===== config.mk =====
export PLATFORM = sky130hd
export DESIGN_NAME = bpu_front_flat
export DESIGN_NICKNAME = d
export VERILOG_FILES = /design/src/rtl/core/bpu_pkg.sv /design/src/rtl/core/bpu_intf.sv /design/src/rtl/core/bpu_front.sv /design/src/flat_wrapper.sv
export SDC_FILE = /design/constraint.sdc
export NUM_CORES = 1
export LEC_CHECK = 0
export ABC_AREA = 1
export BUFFER_PORTS_ARGS = -buffer_cell sky130_fd_sc_hd__buf_2
export CORE_MARGIN = 5
export CORE_UTILIZATION = 53
export DETAILED_ROUTE_END_ITERATION = 12
export PLACE_DENSITY_LB_ADDON = 0.08
export SYNTH_ARGS = -nofsm -noshare
export SYNTH_HDL_FRONTEND = slang
export SYNTH_SLANG_ARGS = --single-unit

===== constraint.sdc =====
create_clock -name clk -period 6.7 [get_ports clk]
set_clock_uncertainty 0.05 [all_clocks]
set_input_delay 1.34 -clock clk [delete_from_list [all_inputs] [get_ports clk]]
set_output_delay 1.34 -clock clk [all_outputs]
set_load 0.01 [all_outputs]

===== src/rtl/core/bpu_pkg.sv =====
// bpu_pkg: shared types, constants and codes for the bmp pixel unpacker
// no dependencies; imported by the interfaces and every module of the block
`default_nettype none

package bpu_pkg;

	// widest row the block decodes, and the fixed limit on both dimensions
	localparam int MAX_WIDTH         = 4096;
	localparam int DIM_LIMIT         = 4096;
	localparam int W_LIMIT           = (MAX_WIDTH < DIM_LIMIT) ? MAX_WIDTH : DIM_LIMIT;
	localparam int PALETTE_DEPTH_DEF = 256;

	// field widths
	localparam int ACT_W      = 2;
	localparam int BYTE_W     = 8;
	localparam int COORD_W    = 12;
	localparam int DIM_W      = 13;
	localparam int BPP_W      = 6;
	localparam int BIR_W      = 15;
	localparam int CNT_W      = 4;
	localparam int PIX_W      = 3;
	localparam int CFG_IDX_W  = 2;
	localparam int CFG_DATA_W = 13;
	localparam int JOBQ_DEPTH = 4;

	// input actions
	localparam logic [ACT_W-1:0] ACT_START   = 2'd0;
	localparam logic [ACT_W-1:0] ACT_PALETTE = 2'd1;
	localparam logic [ACT_W-1:0] ACT_DATA    = 2'd2;

	// configuration register indexes
	localparam logic [CFG_IDX_W-1:0] REG_BPP    = 2'd0;
	localparam logic [CFG_IDX_W-1:0] REG_WIDTH  = 2'd1;
	localparam logic [CFG_IDX_W-1:0] REG_HEIGHT = 2'd2;

	// supported pixel depths
	localparam logic [BPP_W-1:0] BPP_1  = 6'd1;
	localparam logic [BPP_W-1:0] BPP_4  = 6'd4;
	localparam logic [BPP_W-1:0] BPP_8  = 6'd8;
	localparam logic [BPP_W-1:0] BPP_16 = 6'd16;
	localparam logic [BPP_W-1:0] BPP_24 = 6'd24;
	localparam logic [BPP_W-1:0] BPP_32 = 6'd32;

	localparam logic [BPP_W-1:0] BPP_RESET    = BPP_24;
	localparam logic [DIM_W-1:0] WIDTH_RESET  = 13'd1;
	localparam logic [DIM_W-1:0] HEIGHT_RESET = 13'd1;

	// job kinds travelling from the front to the back
	typedef enum logic [1:0] {
		JOB_PWR,
		JOB_PAL,
		JOB_RGB,
		JOB_ERR
	} job_kind_t;

	// palette index packing within a data byte
	typedef enum logic [1:0] {
		PD_1,
		PD_4,
		PD_8
	} pal_depth_t;

	typedef struct packed {
		job_kind_t           kind;
		pal_depth_t          depth;
		logic [BYTE_W-1:0]   data;
		logic [BYTE_W-1:0]   red;
		logic [BYTE_W-1:0]   green;
		logic [BYTE_W-1:0]   blue;
		logic [COORD_W-1:0]  col;
		logic [COORD_W-1:0]  y;
		logic [CNT_W-1:0]    count;
	} job_t;

	// row remainder unit request and response
	typedef struct packed {
		logic               start;
		logic [DIM_W-1:0]   divisor;
		logic [COORD_W-1:0] dividend;
	} rm_req_t;

	typedef struct packed {
		logic               busy;
		logic               done;
		logic [COORD_W-1:0] rem;
	} rm_rsp_t;

endpackage

`default_nettype wire


===== src/rtl/core/bpu_intf.sv =====
// bpu_intf: valid/ready channel interfaces for input items, pixels and configuration
// depends on bpu_pkg for field widths
`default_nettype none

interface bpu_in_if import bpu_pkg::*; ();
	logic              valid;
	logic              ready;
	logic [ACT_W-1:0]  action;
	logic [BYTE_W-1:0] palette_index;
	logic [BYTE_W-1:0] palette_blue;
	logic [BYTE_W-1:0] palette_green;
	logic [BYTE_W-1:0] palette_red;
	logic [BYTE_W-1:0] data_byte;

	modport source (
		output valid, action, palette_index, palette_blue, palette_green, palette_red,
			data_byte,
		input  ready
	);
	modport sink (
		input  valid, action, palette_index, palette_blue, palette_green, palette_red,
			data_byte,
		output ready
	);
endinterface


interface bpu_cfg_if import bpu_pkg::*; ();
	logic                  valid;
	logic                  ready;
	logic [CFG_IDX_W-1:0]  index;
	logic [CFG_DATA_W-1:0] data;

	modport source (output valid, index, data, input ready);
	modport sink (input valid, index, data, output ready);
endinterface

`default_nettype wire


===== src/rtl/core/bpu_front.sv =====
// bpu_front: configuration registers, row/column bookkeeping and byte classification
// depends on bpu_pkg and bpu_intf; feeds jobs into the job queue
`default_nettype none

module bpu_front import bpu_pkg::*; (
	input  wire logic  clk,
	input  wire logic  arst_n,
	bpu_in_if.sink     item,
	bpu_cfg_if.sink    cfg,
	input  wire logic  q_full,
	output logic       push,
	output job_t       job,
	output rm_req_t    rm_req,
	input  rm_rsp_t    rm_rsp
);

	logic [BPP_W-1:0]   bpp_q;
	logic [DIM_W-1:0]   width_q;
	logic [DIM_W-1:0]   height_q;
	logic               rm_start_q;
	logic [COORD_W-1:0] col_q;
	logic [COORD_W-1:0] row_q;
	logic [COORD_W-1:0] rem_q;
	logic [BIR_W-1:0]   bir_q;
	logic [15:0]        pb_q;
	logic [1:0]         pc_q;

	logic [DIM_W-1:0]   w_eff;
	logic [DIM_W-1:0]   h_eff;
	logic               w_full;
	logic [17:0]        row_bits;
	logic [BIR_W-1:0]   stride;
	logic [BIR_W:0]     padded;
	logic [BIR_W:0]     bir_inc;
	logic               row_end;
	logic               in_data;
	logic               supported;
	logic [DIM_W-1:0]   row_inc;
	logic [COORD_W-1:0] row_wrap;
	logic [DIM_W-1:0]   y_full;
	logic [DIM_W-1:0]   room;

	logic               accept;
	logic               is_data;
	logic [CNT_W-1:0]   k;
	logic               try_emit;
	logic [CNT_W-1:0]   n;
	logic [15:0]        pb_d;
	logic [1:0]         pc_d;
	logic [15:0]        word16;
	job_t               pix_job;

	assign accept  = item.valid && item.ready;
	assign is_data = accept && (item.action == ACT_DATA);

	// hold off until the new row remainder has landed in rem_q
	assign item.ready = !q_full && !rm_rsp.busy && !rm_rsp.done && !rm_start_q;
	assign cfg.ready  = 1'b1;

	// clamped geometry and row stride
	always_comb begin
		w_eff = width_q;
		if (width_q == '0)
			w_eff = DIM_W'(1);
		else if (width_q > DIM_W'(W_LIMIT))
			w_eff = DIM_W'(W_LIMIT);
		h_eff = height_q;
		if (height_q == '0)
			h_eff = DIM_W'(1);
		else if (height_q > DIM_W'(DIM_LIMIT))
			h_eff = DIM_W'(DIM_LIMIT);
		w_full = (w_eff == DIM_W'(DIM_LIMIT));

		unique case (bpp_q)
			BPP_1:   row_bits = 18'(w_eff);
			BPP_4:   row_bits = 18'(w_eff) << 2;
			BPP_8:   row_bits = 18'(w_eff) << 3;
			BPP_16:  row_bits = 18'(w_eff) << 4;
			BPP_24:  row_bits = (18'(w_eff) << 4) + (18'(w_eff) << 3);
			BPP_32:  row_bits = 18'(w_eff) << 5;
			default: row_bits = '0;
		endcase
		supported = (bpp_q == BPP_1) || (bpp_q == BPP_4) || (bpp_q == BPP_8) ||
			(bpp_q == BPP_16) || (bpp_q == BPP_24) || (bpp_q == BPP_32);

		stride  = BIR_W'((row_bits + 18'd7) >> 3);
		padded  = ((BIR_W+1)'(stride) + (BIR_W+1)'(3)) & ~(BIR_W+1)'(3);
		bir_inc = (BIR_W+1)'(bir_q) + 1'b1;
		row_end = (bir_inc >= padded);
		in_data = (bir_q < stride);

		row_inc  = DIM_W'(row_q) + 1'b1;
		row_wrap = (row_inc >= h_eff) ? '0 : row_inc[COORD_W-1:0];
		y_full   = h_eff - DIM_W'(1) - DIM_W'(rem_q);
	end

	// per-depth decode of the byte
	always_comb begin
		pix_job       = '0;
		pix_job.col   = col_q;
		pix_job.y     = y_full[COORD_W-1:0];
		pix_job.data  = item.data_byte;
		k             = '0;
		try_emit      = 1'b0;
		pb_d          = pb_q;
		pc_d          = pc_q;
		word16        = {item.data_byte, pb_q[7:0]};

		unique case (bpp_q)
			BPP_1: begin
				pix_job.kind  = JOB_PAL;
				pix_job.depth = PD_1;
				k             = CNT_W'(8);
				try_emit      = in_data;
			end
			BPP_4: begin
				pix_job.kind  = JOB_PAL;
				pix_job.depth = PD_4;
				k             = CNT_W'(2);
				try_emit      = in_data;
			end
			BPP_8: begin
				pix_job.kind  = JOB_PAL;
				pix_job.depth = PD_8;
				k             = CNT_W'(1);
				try_emit      = in_data;
			end
			BPP_16: begin
				pix_job.kind  = JOB_RGB;
				pix_job.red   = {3'b000, word16[14:10]};
				pix_job.green = {3'b000, word16[9:5]};
				pix_job.blue  = {3'b000, word16[4:0]};
				k             = CNT_W'(1);
				if (in_data) begin
					if (pc_q == 2'd0) begin
						pb_d = {8'h00, item.data_byte};
						pc_d = 2'd1;
					end else begin
						try_emit = 1'b1;
						pb_d     = '0;
						pc_d     = 2'd0;
					end
				end
			end
			BPP_24, BPP_32: begin
				pix_job.kind  = JOB_RGB;
				pix_job.red   = item.data_byte;
				pix_job.green = pb_q[15:8];
				pix_job.blue  = pb_q[7:0];
				k             = CNT_W'(1);
				if (in_data) begin
					if (pc_q == 2'd0) begin
						pb_d = pb_q | {8'h00, item.data_byte};
						pc_d = 2'd1;
					end else if (pc_q == 2'd1) begin
						pb_d = pb_q | {item.data_byte, 8'h00};
						pc_d = 2'd2;
					end else if (pc_q == 2'd2) begin
						try_emit = 1'b1;
						pb_d     = '0;
						pc_d     = (bpp_q == BPP_32) ? 2'd3 : 2'd0;
					end else begin
						pc_d = 2'd0;
					end
				end
			end
			default: begin
				pix_job.kind = JOB_ERR;
			end
		endcase

		// pixels of this byte that still fall inside the row
		room = w_eff - DIM_W'(col_q);
		if (!try_emit)
			n = '0;
		else if (w_full)
			n = k;
		else if (DIM_W'(col_q) >= w_eff)
			n = '0;
		else if (room >= DIM_W'(k))
			n = k;
		else
			n = room[CNT_W-1:0];
		pix_job.count = n;
	end

	// job towards the back
	always_comb begin
		job  = pix_job;
		push = 1'b0;
		if (accept && (item.action == ACT_PALETTE)) begin
			job       = '0;
			job.kind  = JOB_PWR;
			job.data  = item.palette_index;
			job.red   = item.palette_red;
			job.green = item.palette_green;
			job.blue  = item.palette_blue;
			push      = 1'b1;
		end else if (is_data && !supported) begin
			job       = '0;
			job.kind  = JOB_ERR;
			job.count = CNT_W'(1);
			push      = 1'b1;
		end else if (is_data) begin
			push = (n != '0);
		end
	end

	assign rm_req.start    = rm_start_q;
	assign rm_req.divisor  = h_eff;
	assign rm_req.dividend = row_q;

	always_ff @(posedge clk or negedge arst_n) begin
		if (!arst_n) begin
			bpp_q      <= BPP_RESET;
			width_q    <= WIDTH_RESET;
			height_q   <= HEIGHT_RESET;
			rm_start_q <= 1'b0;
			col_q      <= '0;
			row_q      <= '0;
			rem_q      <= '0;
			bir_q      <= '0;
			pb_q       <= '0;
			pc_q       <= '0;
		end else begin
			rm_start_q <= 1'b0;
			if (cfg.valid && cfg.ready) begin
				unique case (cfg.index)
					REG_BPP:    bpp_q <= cfg.data[BPP_W-1:0];
					REG_WIDTH:  width_q <= cfg.data;
					REG_HEIGHT: begin
						height_q   <= cfg.data;
						rm_start_q <= 1'b1;
					end
					default: ;
				endcase
			end

			if (rm_rsp.done)
				rem_q <= rm_rsp.rem;

			if (accept && (item.action == ACT_START)) begin
				col_q <= '0;
				row_q <= '0;
				rem_q <= '0;
				bir_q <= '0;
				pb_q  <= '0;
				pc_q  <= '0;
			end else if (is_data && supported) begin
				if (row_end) begin
					col_q <= '0;
					row_q <= row_wrap;
					rem_q <= row_wrap;
					bir_q <= '0;
					pb_q  <= '0;
					pc_q  <= '0;
				end else begin
					col_q <= col_q + COORD_W'(n);
					bir_q <= bir_inc[BIR_W-1:0];
					pb_q  <= pb_d;
					pc_q  <= pc_d;
				end
			end
		end
	end

endmodule

`default_nettype wire


===== src/flat_wrapper.sv =====
// flat-port wrapper written by rule: the top's interface ports become plain ports
module bpu_front_flat import bpu_pkg::*;
  (clk, arst_n, q_full, push, job, rm_req, rm_rsp, item_valid, item_action, item_palette_index, item_palette_blue, item_palette_green, item_palette_red, item_data_byte, item_ready, cfg_valid, cfg_index, cfg_data, cfg_ready);
  bpu_in_if item_i ();
  bpu_cfg_if cfg_i ();
  input  wire logic clk;
  input  wire logic arst_n;
  input  wire logic q_full;
  output logic push;
  output job_t job;
  output rm_req_t rm_req;
  input  rm_rsp_t rm_rsp;
  input wire logic [$bits(item_i.valid)-1:0] item_valid;
  input wire logic [$bits(item_i.action)-1:0] item_action;
  input wire logic [$bits(item_i.palette_index)-1:0] item_palette_index;
  input wire logic [$bits(item_i.palette_blue)-1:0] item_palette_blue;
  input wire logic [$bits(item_i.palette_green)-1:0] item_palette_green;
  input wire logic [$bits(item_i.palette_red)-1:0] item_palette_red;
  input wire logic [$bits(item_i.data_byte)-1:0] item_data_byte;
  output wire logic [$bits(item_i.ready)-1:0] item_ready;
  input wire logic [$bits(cfg_i.valid)-1:0] cfg_valid;
  input wire logic [$bits(cfg_i.index)-1:0] cfg_index;
  input wire logic [$bits(cfg_i.data)-1:0] cfg_data;
  output wire logic [$bits(cfg_i.ready)-1:0] cfg_ready;
  assign item_i.valid = item_valid;
  assign item_i.action = item_action;
  assign item_i.palette_index = item_palette_index;
  assign item_i.palette_blue = item_palette_blue;
  assign item_i.palette_green = item_palette_green;
  assign item_i.palette_red = item_palette_red;
  assign item_i.data_byte = item_data_byte;
  assign item_ready = item_i.ready;
  assign cfg_i.valid = cfg_valid;
  assign cfg_i.index = cfg_index;
  assign cfg_i.data = cfg_data;
  assign cfg_ready = cfg_i.ready;
  bpu_front u_core (.clk(clk), .arst_n(arst_n), .item(item_i), .cfg(cfg_i), .q_full(q_full), .push(push), .job(job), .rm_req(rm_req), .rm_rsp(rm_rsp));
endmodule

==> results.sh, run 1 <==
export IMPL_cp_arrival_ns=5.40
export IMPL_tritoncts="done"
export IMPL_die_area_sq_um=22000
export IMPL_powerDensity_nw_per_um2=275
export IMPL_yosysWarnings=0
export IMPL_min_period_over_period_pct=101
export IMPL_fin_hold_ws_ns=0.470
export IMPL_worstSetupStartpointType="flop"
export IMPL_dp_slack_ns=-0.0455
export IMPL_critPathLaunch="u_core.width_q[0]$_DFFE_PN1P_"
export IMPL_layout_drive_gt1_share_pct=20.1
export IMPL_min_path_cells=2
export IMPL_yosys_area_top_type_share_pct=24.1
export IMPL_io_pins=169
export IMPL_synth_edf_count=0
export IMPL_grt_overflow=0
export IMPL_synth_area_leaders="dfrtp_1, nand2_1, ha_1"
export IMPL_via_per_inst=5.60
export IMPL_drtIter0Drc=764
export IMPL_clk_path_buf_depth=2
export IMPL_min_from="u_core.pb_q[3]$_DFFE_PN0P_"
export IMPL_place_congestion=1.00
export IMPL_cp_slowest_cell="dfstp_2"
export IMPL_routed_wl_microns=34200
export IMPL_multi_input_area_sq_um=6680
export IMPL_rsz0062_at_grt="true"
export IMPL_num_rows=50
export IMPL_syn_inst=1552
export IMPL_grt_pass1_wl_microns=53800
export IMPL_required_ns=5.31
export IMPL_hold_viol=0
export IMPL_holdCritPathClass="reg -> reg"
export IMPL_utilization_pct=65.1
export IMPL_root_buffer="clkbuf_16"
export IMPL_slew_headroom_pct=35.8
export IMPL_critPathCaptureType="output pin"
export IMPL_antenna_found_initial=2
export IMPL_area_growth_pct=20.2
export IMPL_grt_pass1_vias=10600
export IMPL_worst_slack_ns=-0.0912
export IMPL_vias=11200
export IMPL_r2r_end="u_core.col_q[6]$_DFFE_PN0P_"
export IMPL_antenna_left=0
export IMPL_irDropWorstVdd_v=0.000184
export IMPL_synth_seq_area_share_pct=25.2
export IMPL_numCtsBuffers=9
export IMPL_period_minus_slack_ns=6.79
export IMPL_port_buffers=167
export IMPL_cts_clk_slew_worst_paths_ns=0.09
export IMPL_violations="setup timing"
export IMPL_whs_endpoint="u_core.pb_q[3]$_DFFE_PN0P_"
export IMPL_reg2reg_slack_ns=0.32
export IMPL_chipWidth_microns=148
export IMPL_drv_slew=0
export IMPL_finalSetupViolations=3
export IMPL_worst_slew_pin_slew_ns=0.959
export IMPL_dr_pass1_iters=5
export IMPL_place_hpwl_microns=27000
export IMPL_critPathKind="reg -> out"
export IMPL_maxCapViolations=0
export IMPL_r2r_cells=41
export IMPL_drc=0
export IMPL_fill_cells=1828
export IMPL_regArea_sq_um=2560
export IMPL_grtUsageTotal_pct=30.3
export IMPL_syn_avg_cell_area_sq_um=6.54
export IMPL_status="finished with violations"
export IMPL_synth_seq_cells=102
export IMPL_cp_slowest_stage_delay_ns=0.55
export IMPL_cts_sinks=102
export IMPL_start_util_pct=54.1
export IMPL_yosys_most_used_dff="dfrtp_1"
export IMPL_syn_cell_area_sq_um=10200
export IMPL_power_leakage_nw=6.63
export IMPL_yosysTopAreaCell="dfrtp_1"
export IMPL_clock_latency_ns=0.37
export IMPL_nNetsFinal=1931
export IMPL_wl_per_cell_microns=17.2
export IMPL_cts_htree_levels=3
export IMPL_grt_max_degree=59
export IMPL_syn_nets=1729
export IMPL_timing_fmax_mhz=147
export IMPL_diodes=0
export IMPL_path_max_fanout=7
export IMPL_synth_distinct_cells=54
export IMPL_core_area_sq_um=18800
export IMPL_die_h_microns=148
export IMPL_timing_rr_start="u_core.width_q[0]$_DFFE_PN1P_"
export IMPL_synthArstFlopShare_pct=100
-- placed cells by master, fill, tap and decap left out, types with 4 or more instances in the layout --
cell / instances
o21ai_1: 8
buf_4: 61
o22ai_1: 31
clkbuf_16: 9
a22oi_1: 10
xnor2_1: 7
a21oi_1: 79
dfstp_2: 4
inv_2: 15
nor3_1: 24
inv_1: 252
o211ai_1: 10
a211oi_1: 5
xor2_1: 24
a21o_1: 6
nor2_2: 14
nor4_1: 7
o21ai_0: 129
a21oi_2: 7
ha_1: 91
nand2_2: 23
dfrtp_1: 98
nand3_2: 6
ha_4: 6
nand3_1: 69
buf_6: 4
nand2_4: 4
nand4_1: 30
buf_2: 164
o31ai_1: 14
nand3b_1: 8
nand2_1: 357
nor2_4: 8
nor2_1: 115
a21boi_0: 5
-- report_power, final --
part / internal [W] / switching (W)
Clock: 0.000272 / 0.000300
Combinational: 0.000726 / 0.00118
Sequential: 0.000754 / 0.000133
Total: 0.00175 / 0.00161
-- synth_stat cells, types with 2 or more instances --
cell type and number:
a22oi_1 10, o22ai_1 32, a31oi_1 3, inv_2 9
nor3_1 27, nand3_2 3, o21ai_1 5, a22o_1 3
ha_1 97, or2_2 3, buf_2 6, nor2_4 5
nor2_2 10, dfrtp_1 98, nand3_1 72, o211ai_1 10
a21oi_1 86, nand4_1 30, nand2_2 16, clkinv_1 3
nor2_1 122, inv_1 260, o21ai_0 134, o221ai_1 3
xor2_1 24, a21boi_0 5, buf_4 2, nand2_1 368
o31ai_1 14, dfstp_2 4, nor4_1 8, clkbuf_1 30
nand3b_1 8, fa_1 4, xnor2_1 7, o21bai_1 3
a211oi_1 6, a21o_1 6
-- stage by stage --
stage,TNS (ns),cell area [sq um],instances,total power [W]
3_5_place_dp,-0.0455,11400,1957,0.00266
3_3_place_gp,0,11400,1957,0.00263
2_1_floorplan,0,10200,1552,0.00209
6_report,-0.139,12200,1993,0.00336
5_1_grt,-1.68,12200,1993,0.00364
4_1_cts,-0.120,12000,1984,0.00330
-- cell type report --
class | instances | share of cell area [%]
repair buffers | 230 | 11.0
clock inverters | 7 | 0.748
flip-flops and latches | 102 | 20.9
inverters | 272 | 8.41
multi-input cells | 1139 | 54.7
clock buffers | 9 | 1.84
well taps | 234 | 2.40
-- critical path: cells and delay by family, from the launching register on --
family	cells	cell delay, ns
buffers and inverters	5	0.51
DFF	1	0.55
adders and majority gates	3	0.80
and+or+nand+nor	16	1.54
xor gates and xnor gates	2	0.34
AOI/OAI and AO/OA	10	1.26
-- layer usage --
layer | wire (microns) | global-route usage (%) | vias to the layer above
met5 | 10 | 0 | -
met4 | 1280 | 11.9 | 2
li1 | - | - | 5498
met3 | 2250 | 4.63 | 73
met1 | 14500 | 40.0 | 5220
met2 | 16100 | 50.2 | 363
-- cell families after synthesis --
group | count (synthesis) | synth area share [%]
buffers and inverters | 311 | 11.7
other | 1 | 0.0369
flip-flops | 102 | 25.2
AND/OR/NAND/NOR | 681 | 29.4
adder cells (fa/ha/maj) | 101 | 12.7
AO/OA/AOI/OAI | 324 | 18.1
XOR/XNOR | 31 | 2.67
multiplexers | 1 | 0.0986
-- worst max path at each step --
stage               cells past startpoint   end  slack [ns]
finish                                 36  push       -0.09
global route                           37  push       -0.46
CTS                                    36  push       -0.06
detailed placement                     37  push       -0.05
global placement                       36  push        0.03
floorplan                              34  push        0.32
-- what timing repair did --
action,CTS,global route
buffers inserted,11,9
hold buffers,0,0
endpoints found under the setup margin,5,19
pin swaps,17,16
gates resized for setup,43,32
-- registers in the layout, summed over array words and instances (netlist names), 6 cells and up --
signal           flops
u_core.bir_q        15
u_core.height_q     13
u_core.pb_q         16
u_core.width_q      13
u_core.rem_q        12
u_core.row_q        12
u_core.col_q        12
u_core.bpp_q         6
No activity file was read; power rests on OpenSTA's default activity.
==> run 2, diff against run 1 <==
--- a/config.mk
+++ b/config.mk
@@ -5,10 +5,9 @@
 export SDC_FILE = /design/constraint.sdc
 export NUM_CORES = 1
 export LEC_CHECK = 0
-export ABC_AREA = 1
 export BUFFER_PORTS_ARGS = -buffer_cell sky130_fd_sc_hd__buf_2
 export CORE_MARGIN = 5
-export CORE_UTILIZATION = 53
+export CORE_UTILIZATION = 52
 export DETAILED_ROUTE_END_ITERATION = 12
 export PLACE_DENSITY_LB_ADDON = 0.08
 export SYNTH_ARGS = -nofsm -noshare
==> run 2 against run 1 <==
  * The run now ends clean
  * Area after synthesis shrank 4.6%
  * Clock-buffer cell count unchanged
  * Combinational power shrank 27%
  * Critical endpoint is now job[0]
  * Critical path type unchanged
  * Via count down 14%
  * Maximum frequency rose by 2.8%
  * Flip-flop and latch count unchanged
==> results.sh, run 2 <==
export IMPL_maxCapViolations=0
export IMPL_num_rows=50
export IMPL_syn_cell_area_sq_um=9690
export IMPL_synth_adder_area_share_pct=13.5
export IMPL_grt_busiest_layer="met2"
export IMPL_synth_edf_count=0
export IMPL_routed_wl_microns=30200
export IMPL_crit_buf_inv=2
export IMPL_yosysTopAreaCell="dfrtp_1"
export IMPL_fill_cells=1695
export IMPL_grtUsageTotal_pct=27.4
export IMPL_regMostFlops="u_core.pb_q"
export IMPL_grt_pass1_wl_microns=47900
export IMPL_core_area_sq_um=18500
export IMPL_powerDensity_nw_per_um2=235
export IMPL_worst_slack_ns=0.0963
export IMPL_synthMuxAreaShare_pct=3.99
export IMPL_wl_per_cell_microns=18.7
export IMPL_layout_drive_gt1_share_pct=24.4
export IMPL_drv_slew=0
export IMPL_area_growth_pct=20.0
export IMPL_antenna_left=0
export IMPL_fin_hold_ws_ns=0.417
export IMPL_timing_fmax_mhz=151
export IMPL_cp_arrival_ns=5.21
export IMPL_syn_avg_cell_area_sq_um=8.13
export IMPL_io_pins=169
export IMPL_syn_nets=1369
export IMPL_synthArstFlopShare_pct=100
export IMPL_cts_sinks=102
export IMPL_antenna_found_initial=0
export IMPL_met1_usage_pct=37.2
export IMPL_die_area_sq_um=21500
export IMPL_cts_clk_slew_worst_paths_ns=0.08
export IMPL_tritoncts="done"
export IMPL_finalSetupViolations=0
export IMPL_yosys_cell_count_top_type="nand2_1"
export IMPL_yosysWarnings=0
export IMPL_yosys_area_share_xor_xnor_pct=6.24
export IMPL_root_buffer="clkbuf_16"
export IMPL_dr_pass1_iters=6
export IMPL_largest_register_ffs=16
export IMPL_critical_path_top_delay_family="simple AND/OR/NAND/NOR gates"
export IMPL_hold_viol=0
export IMPL_synth_compound_area_share_pct=22.7
export IMPL_drc=0
export IMPL_grt_max_degree=53
export IMPL_layout_commonest_cell="buf_2"
export IMPL_clk_path_buf_depth=2
export IMPL_synth_seq_cells=102
export IMPL_cp_depth=19
export IMPL_place_hpwl_microns=23700
export IMPL_critPathKind="reg -> out"
export IMPL_grtUsageMet3_pct=4.35
export IMPL_grt_overflow=0
export IMPL_dp_slack_ns=-0.0671
export IMPL_critPathCaptureType="output pin"
export IMPL_cp_slowest_stage_delay_ns=0.62
export IMPL_diodes=0
export IMPL_multi_input_area_sq_um=6880
export IMPL_required_ns=5.31
export IMPL_worst_slew_pin_slew_ns=1.07
export IMPL_setup_tns_final_ns=0
export IMPL_clock_latency_ns=0.37
export IMPL_via_per_inst=5.91
export IMPL_synth_area_leaders="dfrtp_1, ha_1, nand2_1"
export IMPL_port_buffers=167
export IMPL_irDropWorstVdd_v=0.000189
export IMPL_synth_top_family_by_area="compound AO/OA/AOI/OAI gates"
export IMPL_holdCritPathClass="reg -> reg"
export IMPL_cp_slowest_cell="or4b_4"
export IMPL_slew_headroom_pct=28.5
export IMPL_yosys_top_cells_count="nand2_1, nor2_1, dfrtp_1, ha_1, inv_1"
export IMPL_min_path_cells=2
export IMPL_worstSetupStartpointType="flop"
export IMPL_met2_usage_pct=44.6
export IMPL_vias=9556
export IMPL_cts_htree_levels=3
export IMPL_syn_inst=1192
export IMPL_synthSimpleGateAreaFrac_pct=21.7
export IMPL_placed_cells=1590
export IMPL_grt_pass1_vias=9248
export IMPL_cp_cell_sequence="nor4_4, a32oi_2, inv_2, ha_4, fa_2, xor2_1, nand2_1, a211oi_2, or3b_4, xnor2_4, ha_1, a21boi_0, o31ai_1, o211ai_1, or4b_4, nor2_4, a21boi_4, o21a_1, buf_6"
export IMPL_path_max_fanout=8
export IMPL_regArea_sq_um=2560
export IMPL_synth_distinct_cells=91
export IMPL_power_leakage_nw=5.60
export IMPL_numCtsBuffers=9
export IMPL_postCtsHoldBufs=0
export IMPL_start_util_pct=52.3
export IMPL_layout_common_cells="buf_2, nand2_1, nor2_1"
export IMPL_rsz0062_at_grt="true"
export IMPL_nNetsFinal=1555
export IMPL_drtIter0Drc=757
export IMPL_yosys_most_used_dff="dfrtp_1"
export IMPL_reg_top3="u_core.pb_q x16, u_core.bir_q x15"
export IMPL_yosys_area_top_type_share_pct=25.3
export IMPL_fin_area_sq_um=11600
export IMPL_die_h_microns=147
export IMPL_min_period_over_period_pct=98.6
export IMPL_chipWidth_microns=147
export IMPL_synth_seq_area_share_pct=26.4
export IMPL_r2r_cells=24
export IMPL_place_congestion=0.948
export IMPL_status="complete, no violations"
export IMPL_instances_no_fill=1617
export IMPL_dpl_cell_area_sq_um=11000
export IMPL_period_minus_slack_ns=6.60
## run 2: stage by stage
step / utilization (%) / power, W
final: 62.8 / 0.00273
after global routing: 62.8 / 0.00292
after CTS: 61.8 / 0.00269
after detailed placement: 59.2 / 0.00212
after global placement: 59.2 / 0.00210
after floorplan: - / 0.00170
## run 2: cell families after synthesis
family,count (synthesis)
mux,36
other cells,1
compound gates,315
xor+xnor,69
simple gates,434
flops,102
buf+inv,133
fa+ha+maj,102
## run 2: power by group
part / switching, W / total [W] / internal [W]
Clock: 0.000268 / 0.000529 / 0.000261
Combinational: 0.000806 / 0.00138 / 0.000577
Sequential: 0.000110 / 0.000823 / 0.000713
Total: 0.00118 / 0.00273 / 0.00155
## run 2: layout make-up
type,count,share of cell area [%]
clock buffers,9,1.94
inverters,82,2.67
flip-flops and latches,102,22.0
multi-input cells,957,59.2
clock inverters,7,0.570
repair buffers,226,11.1
well taps,234,2.52
## run 2: final timing paths
path / from / end / slack [ns]
worst min-delay path: u_core.height_q[0]$_DFFE_PN1P_ / u_core.height_q[0]$_DFFE_PN1P_ / 0.42
max in group asynchronous: arst_n / u_core.rem_q[0]$_DFF_PN0_ / 4.47
worst max-delay path: u_core.width_q[6]$_DFFE_PN0P_ / job[0] / 0.1
min in group asynchronous: arst_n / u_core.width_q[3]$_DFFE_PN0P_ / 0.97
worst max register to register: u_core.width_q[6]$_DFFE_PN0P_ / u_core.col_q[6]$_DFFE_PN0P_ / 0.47
worst min register to register: u_core.height_q[0]$_DFFE_PN1P_ / u_core.height_q[0]$_DFFE_PN1P_ / 0.42
## run 2: repair_timing
action,in CTS,in global routing
setup buffers,8,3
gates resized for setup,32,36
setup endpoints to repair,13,12
pin swaps,9,22
## run 2: routing by layer
layer  wire length (microns)  up-vias  part of all wire [%]
li1                        -     4664                     -
met1                   13500     4477                    45
met2                   14000      342                    46
met3                    1810       73                   6.0
met4                     915        0                   3.0
met5                       0        -                     0
## run 2: worst reg2reg max path, stage by stage (launching register included)
cell      delay, ns
dfrtp_1        0.41
nor4_4         0.35
a32oi_2        0.17
inv_2          0.10
ha_4           0.15
fa_2           0.26
xor2_1         0.24
nand2_1        0.15
a211oi_2       0.27
or3b_4         0.51
xnor2_4        0.16
ha_1           0.31
a21boi_0       0.15
o31ai_1        0.24
o211ai_1       0.20
or4b_4         0.62
nor2_4         0.11
a21boi_4       0.18
ha_1           0.19
inv_1          0.06
fa_1           0.46
o32ai_2        0.18
nand3_1        0.11
a21oi_1        0.31
a31oi_1        0.14
